`config.mk`:
```
export PLATFORM = sky130hd
export DESIGN_NAME = ppafp_outq
export DESIGN_NICKNAME = d
export VERILOG_FILES = /design/src/sv/ping_pong_audio_frame_player_defines.svh /design/src/sv/ppafp_pkg.sv /design/src/sv/ppafp_outq.sv
export SDC_FILE = /design/constraint.sdc
export NUM_CORES = 1
export LEC_CHECK = 0
export ABC_CLOCK_PERIOD_IN_PS = 4350
export BUFFER_PORTS_ARGS = -buffer_cell sky130_fd_sc_hd__buf_2
export CORE_MARGIN = 8
export CORE_UTILIZATION = 58
export CTS_CLUSTER_SIZE = 20
export DETAILED_ROUTE_END_ITERATION = 12
export MAX_ROUTING_LAYER = met4
export PLACE_DENSITY = 0.85
export SLEW_MARGIN = 30
export SYNTH_ARGS = -nofsm -noshare
export SYNTH_HDL_FRONTEND = slang
export SYNTH_SLANG_ARGS = --single-unit
```
`constraint.sdc`:
```
create_clock -name i_clk -period 4.35 [get_ports i_clk]
set_clock_uncertainty 0.15 [all_clocks]
set_input_delay 0.2175 -clock i_clk [delete_from_list [all_inputs] [get_ports i_clk]]
set_output_delay 0.2175 -clock i_clk [all_outputs]
set_load 0.02 [all_outputs]
```
`src/sv/ping_pong_audio_frame_player_defines.svh`:
```
// Assertion macros for the ping-pong audio frame player.
// Stand-alone header; needs no package and no other include.
`ifndef PING_PONG_AUDIO_FRAME_PLAYER_DEFINES_SVH
`define PING_PONG_AUDIO_FRAME_PLAYER_DEFINES_SVH

// Same-cycle implication, checked out of reset.
`define PPAFP_ASSERT_NOW(lbl, clk, rst_n, ante, cons, msg) \
    lbl: assert property (@(posedge clk) disable iff (!(rst_n)) (ante) |-> (cons)) \
        else $error(msg);

// Next-cycle implication, checked out of reset.
`define PPAFP_ASSERT_NEXT(lbl, clk, rst_n, ante, cons, msg) \
    lbl: assert property (@(posedge clk) disable iff (!(rst_n)) (ante) |=> (cons)) \
        else $error(msg);

`endif

```
`src/sv/ppafp_pkg.sv`:
```
// Shared constants, codes and types of the ping-pong audio frame player.
// No dependencies; compiled first.
package ppafp_pkg;

    localparam int FRAMES     = 4096;
    localparam int HALF       = FRAMES / 2;
    localparam int POS_W      = $clog2(FRAMES);
    localparam int SAMPLE_W   = 16;
    localparam int VOL_W      = 15;
    localparam int ACT_W      = 3;
    localparam int IDX_W      = 12;
    localparam int Q_SHIFT    = 15;
    localparam int OUTQ_DEPTH = 4;
    localparam int OUTQ_PTR_W = $clog2(OUTQ_DEPTH);
    localparam int CNT_W      = $clog2(OUTQ_DEPTH + 1);

    localparam logic [VOL_W-1:0] VOL_RESET = VOL_W'(16383);

    typedef enum logic [ACT_W-1:0] {
        ACT_REQUEST = 3'd0,
        ACT_WRITE   = 3'd1,
        ACT_REFILL  = 3'd2,
        ACT_START   = 3'd3,
        ACT_STOP    = 3'd4,
        ACT_PAUSE   = 3'd5
    } t_action;

    typedef enum logic {
        REG_VOLUME = 1'b0,
        REG_ENABLE = 1'b1
    } t_cfg_reg;

    // Store word: left in the low half, right in the high half.
    typedef struct packed {
        logic signed [SAMPLE_W-1:0] right;
        logic signed [SAMPLE_W-1:0] left;
    } t_frame;

    typedef struct packed {
        logic signed [SAMPLE_W-1:0] left;
        logic signed [SAMPLE_W-1:0] right;
        logic                       ok;
    } t_result;

endpackage

```
`src/sv/ppafp_outq.sv`:
```
// Small result queue that decouples the pipeline from the result sink.
// Depends on ppafp_pkg; the caller keeps it from overflowing.
module ppafp_outq import ppafp_pkg::*; (
    input  logic    i_clk,
    input  logic    i_rst_n,
    input  logic    i_push,
    input  t_result i_data,
    input  logic    i_pop,
    output logic    o_valid,
    output t_result o_data
);

    t_result                r_mem [OUTQ_DEPTH];
    logic [OUTQ_PTR_W-1:0]  r_wr;
    logic [OUTQ_PTR_W-1:0]  r_rd;
    logic [CNT_W-1:0]       r_cnt;
    logic                   do_pop;

    assign o_valid = (r_cnt != '0);
    assign do_pop  = i_pop && o_valid;
    assign o_data  = r_mem[r_rd];

    always_ff @(posedge i_clk) begin
        if (i_push) begin
            r_mem[r_wr] <= i_data;
        end
    end

    always_ff @(posedge i_clk) begin
        if (!i_rst_n) begin
            r_wr  <= '0;
            r_rd  <= '0;
            r_cnt <= '0;
        end else begin
            if (i_push) begin
                r_wr <= r_wr + OUTQ_PTR_W'(1);
            end
            if (do_pop) begin
                r_rd <= r_rd + OUTQ_PTR_W'(1);
            end
            r_cnt <= r_cnt + CNT_W'(i_push) - CNT_W'(do_pop);
        end
    end

endmodule

```
# After elaboration in Yosys (flattened, before gate mapping)
# Memory sizes are Yosys's and may differ from the RTL's. A register that Yosys moved wholly into a read port is not among the register bits.
# Cells that the tools add are included.
# Widths: inputs -> output; s select.
totals:
  mem_count: 1
  register_bits: 7
  input_bits: 37
  mem_bits_rw: 132
  output_inout_bits: 34
classes:
  addsub: 4
  n_reduce_logical: 2
  n_mux: 4
memory_table:
  columns: ["name", "depth", "width", "rd", "rd_ports_with_merged_regs", "wr", "line_no", "source"]
  rows:
  - ["r_mem", 4, 33, 1, 1, 1, "ppafp_outq.sv:13", "t_result r_mem [OUTQ_DEPTH];"]
op_table:
  columns: ["op", "n"]
  rows:
  - ["$add 2x1->2 const B", 2]
  - ["$mux 2", 2]
  - ["$add 3x1->3", 1]
  - ["$reduce_bool 3->1", 1]
  - ["$sub 3x1->3", 1]
  - ["$mux 1", 2]
  - ["$logic_and 1x1->1", 1]

# Logic depth before layout (Yosys ltp)
logic_depth:
  depth_word: 4
  ltp_mapped: 7
  ltp_nobuf: 7

# Worst setup path before layout
# OpenSTA, ideal clock, no wires.
synth_path:
  path_type: "flip-flop to flip-flop"
  startpoint: "reg r_cnt[1]"
  endpoint: "reg r_cnt[2]"
  setup_time_ns: 0.115
  required_ns: 4.085
  stages_incl_launch_ff: 8
  setup_slack_ns: 2.275
  arrival_time_ns: 1.810
  path_buffers: 0
  cell_sequence: "dfxtp_1 o31a_1 ha_1 inv_1 ha_1 fa_1 xnor3_1 and2_1"
synth_between:
  elab_chain_cells: 3
  elab_cells_between_ends: 4
synth_rtl:
  columns: ["item", "line_no", "source"]
  rows:
  - ["from (decl)", "ppafp_outq.sv:16", "logic [CNT_W-1:0] r_cnt;"]
  - ["from (signal assigned)", "ppafp_outq.sv:41", "r_cnt <= r_cnt + CNT_W'(i_push) - CNT_W'(do_pop);"]
  - ["$reduce_bool 3->1", "ppafp_outq.sv:19", "assign o_valid = (r_cnt != '0);"]
  - ["$logic_and 1x1->1", "ppafp_outq.sv:20", "assign do_pop = i_pop && o_valid;"]
  - ["via do_pop", "ppafp_outq.sv:17", "logic do_pop;"]
  - ["$sub 3x1->3", "ppafp_outq.sv:41", null]
# The timed path passes the listed nets, and every way through them passes these cells.
# A chain may end at the register's enable or synchronous reset.

==> reports/summary.txt <==
RUN STATUS
---------------------------------------------------------------------------------------
Status ...................................................................    completed

YOSYS
---------------------------------------------------------------------------------------
FFs w/ async S/R, synth ..................................................           0%
Count of different cell masters after synthesis ..........................           21
Simple-gate area share of the yosys netlist ..............................        1.56%
Commonest cells post-synth ............................................... 132 x edfxtp_1, 30 x mux4_2, 9 x dfxtp_1, 8 x and2_1
Post-synth design cell area ..............................................   5280 sq um
Leading post-synthesis cells by cell area ................................ edfxtp_1 75%, mux4_2 13%, dfxtp_1 3.4%, mux4_1 1.5%, ha_1 1.4%
Most frequently used flop master after synthesis .........................     edfxtp_1
Number of synthesized flops with an enable pin ...........................          132
Area share of the leading cell type in the synthesized netlist ...........        75.1%
Mux contribution to synthesized area .....................................        15.1%
Most repeated cell in the gate-level netlist after synthesis .............     edfxtp_1
Xor-xnor portion of the synthesized cell area ............................       0.593%
Post-synthesis average cell area .........................................   24.3 sq um
Adder-Cell Fraction of Synth Area ........................................        1.80%
Area leader, netlist .....................................................     edfxtp_1
Post-synthesis sequential element count ..................................          141
Number of standard cells after synthesis .................................          217
Share of synthesized area occupied by flip-flops and latches .............        78.5%
Compound-Gate Fraction of Synth Area .....................................       0.332%
Number of warnings printed during yosys synthesis ........................            0
Dominant combinational cell family by area after synthesis ............... multiplexers
Post-Syn Nets ............................................................          261

FLOORPLAN
---------------------------------------------------------------------------------------
Die extent in x ..........................................................  111 microns
Die footprint ............................................................  12400 sq um
Number of standard-cell rows in the floorplan ............................           35
I/O pin total ............................................................           71
Core outline area ........................................................   9020 sq um
Height of the die ........................................................  111 microns
Starting utilization of the core area ....................................        58.5%

CLOCK TREE
---------------------------------------------------------------------------------------
Clock tree sinks .........................................................          141
Maximum count of clock buffers along a single path .......................            2
# H-tree levels ..........................................................            4
Number of buffers inserted to repair setup after CTS .....................            0
Clock-pin transition on the worst setup and hold timing paths ............      0.06 ns
CTS tree .................................................................        built
Root cell of the clock tree ..............................................     clkbuf_8
Total clock buffers created by CTS .......................................           17
Clock insertion delay at the later pin of the skew report ................      0.50 ns

POWER
---------------------------------------------------------------------------------------
Power density relative to cell area ......................................  573 nW/um^2
Static power due to leakage ..............................................      2.36 nW
Pint .....................................................................    0.00289 W
Switch share .............................................................        24.8%
Worst vdd ir .............................................................     0.318 mV
Part of the total power dissipated in sequential elements ................        43.3%
Total net switching power ................................................   0.000952 W
Clock network fraction of design power ...................................        39.9%
Logic pwr share ..........................................................        16.8%

ROUTE
---------------------------------------------------------------------------------------
Number of violations reported at the end of detailed-routing iteration 0 .          162
Number of nets still failing antenna checks after routing ................            0
Total Routed Length ...................................................... 9780 microns
Via-to-Cell Ratio ........................................................         5.50
Vias after detailed routing ..............................................         2532
Remaining routing DRC violations .........................................            0
Average wire per cell in the routed design ............................... 21.3 microns
Number of iterations in the first detailed-routing pass ..................            4

JOB
---------------------------------------------------------------------------------------
Number of max-cap violations .............................................            0

CRITICAL PATH
---------------------------------------------------------------------------------------
Crit-path max FO .........................................................           22
Type of origin of the critical path ......................................    flip-flop
Kind of end point of the critical path ...................................  output port
Number of gates on the worst path with buffers counted ...................            3
R2R Path End ............................................................. r_cnt[2]$_SDFF_PN0_
Signal arrival time at the worst endpoint ................................      2.50 ns
Category of the most critical setup path .................................      reg2out
Worst flop-to-flop path startpoint ....................................... r_cnt[1]$_SDFF_PN0_
Required arrival time at the worst endpoint ..............................      3.98 ns
Worst Reg-to-Reg Cells ...................................................            7
Setup slack, reg-to-reg ..................................................      2.20 ns
Largest delay share family, worst path ...................................   flip-flops
CP cell instances ........................................................ buf_4 -> mux4_2 -> buf_2
CP max-delay cell ........................................................      dfxtp_2
Max incr delay on CP .....................................................      0.85 ns
Buf+Inv Stages, Crit Path ................................................            2

STA
---------------------------------------------------------------------------------------
Unrepaired setup endpoints after global routing ..........................           no
Hold violation total from the final report ...............................            0
Final setup violation count ..............................................            0
Pin slew with the least headroom to its limit ............................     0.907 ns
Sum Neg Setup Slack ......................................................         0 ns
Number of slew-limit violations in the final report ......................            0
Period minus WS final ....................................................      2.87 ns
Final worst path period share ............................................        66.0%
Maximum operating frequency ..............................................      348 MHz
Slew Limit Headroom ......................................................        39.5%

PLACED DESIGN
---------------------------------------------------------------------------------------
Global placer's final weighted congestion ................................        0.674
DP Area ..................................................................   5690 sq um
I/O Buffers ..............................................................           70
Detailed placement HPWL .................................................. 5370 microns

GRT
---------------------------------------------------------------------------------------
Antenna violations before repair .........................................            0
GRT Util Overall .........................................................        16.9%
First-pass GRT wire length ............................................... 15200 microns
Pin count of the biggest net entering global routing .....................           34
Number of global-route vias before repair ................................         2832
Total global routing overflow ............................................            0

WORST HOLD PATH
---------------------------------------------------------------------------------------
Hold path startpoint .....................................................   i_data[23]
Hold Path End ............................................................ r_mem[3][23]$_DFFE_PP_
Hold depth ...............................................................            2
Class of the tightest hold or removal check ..............................       in2reg

FINISH
---------------------------------------------------------------------------------------
Layout overhead on the synthesized area ..................................        26.9%
Finished Cell Area .......................................................   6700 sq um
Count of filler cells inserted in the layout .............................          512
Ant diodes ...............................................................            0
Proportion of layout cells with a drive suffix above 1 ...................        39.3%
Number of nets in the finished design ....................................          380

-- cell usage in the layout, fill, tap and decap left out, types with 3 or more instances in the layout --
master,count
and2_1,4
and2_2,4
buf_2,70
bufinv_16,5
clkbuf_16,16
clkinvlp_4,3
dfxtp_1,7
dlygate4sd3_1,37
edfxtp_1,132
ha_1,6
inv_1,6
mux2i_1,4
mux4_1,3
mux4_2,30
-- registers in the layout (all words and copies together) (netlist names), named ones only --
| name | count |
|---|---|
| r_cnt | 3 |
| r_rd | 2 |
| r_wr | 2 |
| r_mem | 132 |
-- worst max-delay path by stage --
stage | to | slack, ns | from
2_1_floorplan | r_cnt[2]$_SDFF_PN0_ | 2.27 | r_cnt[1]$_SDFF_PN0_
3_3_place_gp | o_data[30] | 1.98 | flip-flop
3_5_place_dp | o_data[29] | 1.95 | flip-flop
4_1_cts | o_data[29] | 1.38 | flip-flop
5_1_grt | o_data[29] | 1.29 | flip-flop
6_report | o_data[29] | 1.48 | flip-flop
-- per-stage QoR --
| step | util, % | std cells | worst slack, ns | hold WS (ns) | power [W] |
|---|---|---|---|---|---|
| 6_report | 74.2 | 460 | 1.48 | 0.315 | 0.00384 |
| 5_1_grt | 74.2 | 460 | 1.29 | 0.287 | 0.00399 |
| 4_1_cts | 74.2 | 460 | 1.38 | 0.288 | 0.00387 |
| 3_5_place_dp | 63.1 | 391 | 1.95 | 0.283 | 0.00232 |
| 3_3_place_gp | 63.1 | 391 | 1.98 | 0.277 | 0.00230 |
| 2_1_floorplan | - | 217 | 2.27 | 0.166 | 0.00216 |
-- cell families after synthesis --
kind of cell / after synthesis
DFF: 141
muxes: 37
buffers and inverters: 14
and+or+nand+nor: 14
adders and majority gates: 7
AOI/OAI and AO/OA: 2
xor gates and xnor gates: 2
-- power by group through the flow --
stage	clock network [W]	logic, W	registers [W]
2_1_floorplan	0	0.000540	0.00162
3_3_place_gp	0	0.000615	0.00168
3_5_place_dp	0	0.000626	0.00169
4_1_cts	0.00155	0.000657	0.00167
5_1_grt	0.00162	0.000693	0.00168
6_report	0.00153	0.000645	0.00166
-- repair_timing --
action                                 in CTS  in global routing
gates resized for setup                     0                  0
hold buffers                               37                  0
endpoints found under the hold margin     141                  0
-- per-layer routing --
layer | GRT usage (%) | up-vias | wire length, microns
li1 | - | 1153 | -
met1 | 18.4 | 1295 | 3880
met5 | - | - | 0
met4 | 7.38 | 0 | 184
met2 | 28.0 | 70 | 5210
met3 | 5.65 | 14 | 498
-- cell type report --
type	count	area, sq um	area share (%)
Tap cell	111	139	2.07
Multi-Input combinational cell	62	1030	15.3
Sequential cell	141	4150	61.9
Clock buffer	19	422	6.30
Inverter	6	22.5	0.336
Timing Repair Buffer	108	728	10.9
Clock inverter	13	213	3.18
-- worst reg2reg max path, stage by stage, from the launching register on --
cell	delay, ns
dfxtp_1	0.34
o31a_1	0.36
ha_1	0.29
inv_1	0.04
ha_1	0.17
fa_1	0.37
xnor3_1	0.18
and2_1	0.16
Note: power is estimated with default switching activity, not from simulation.
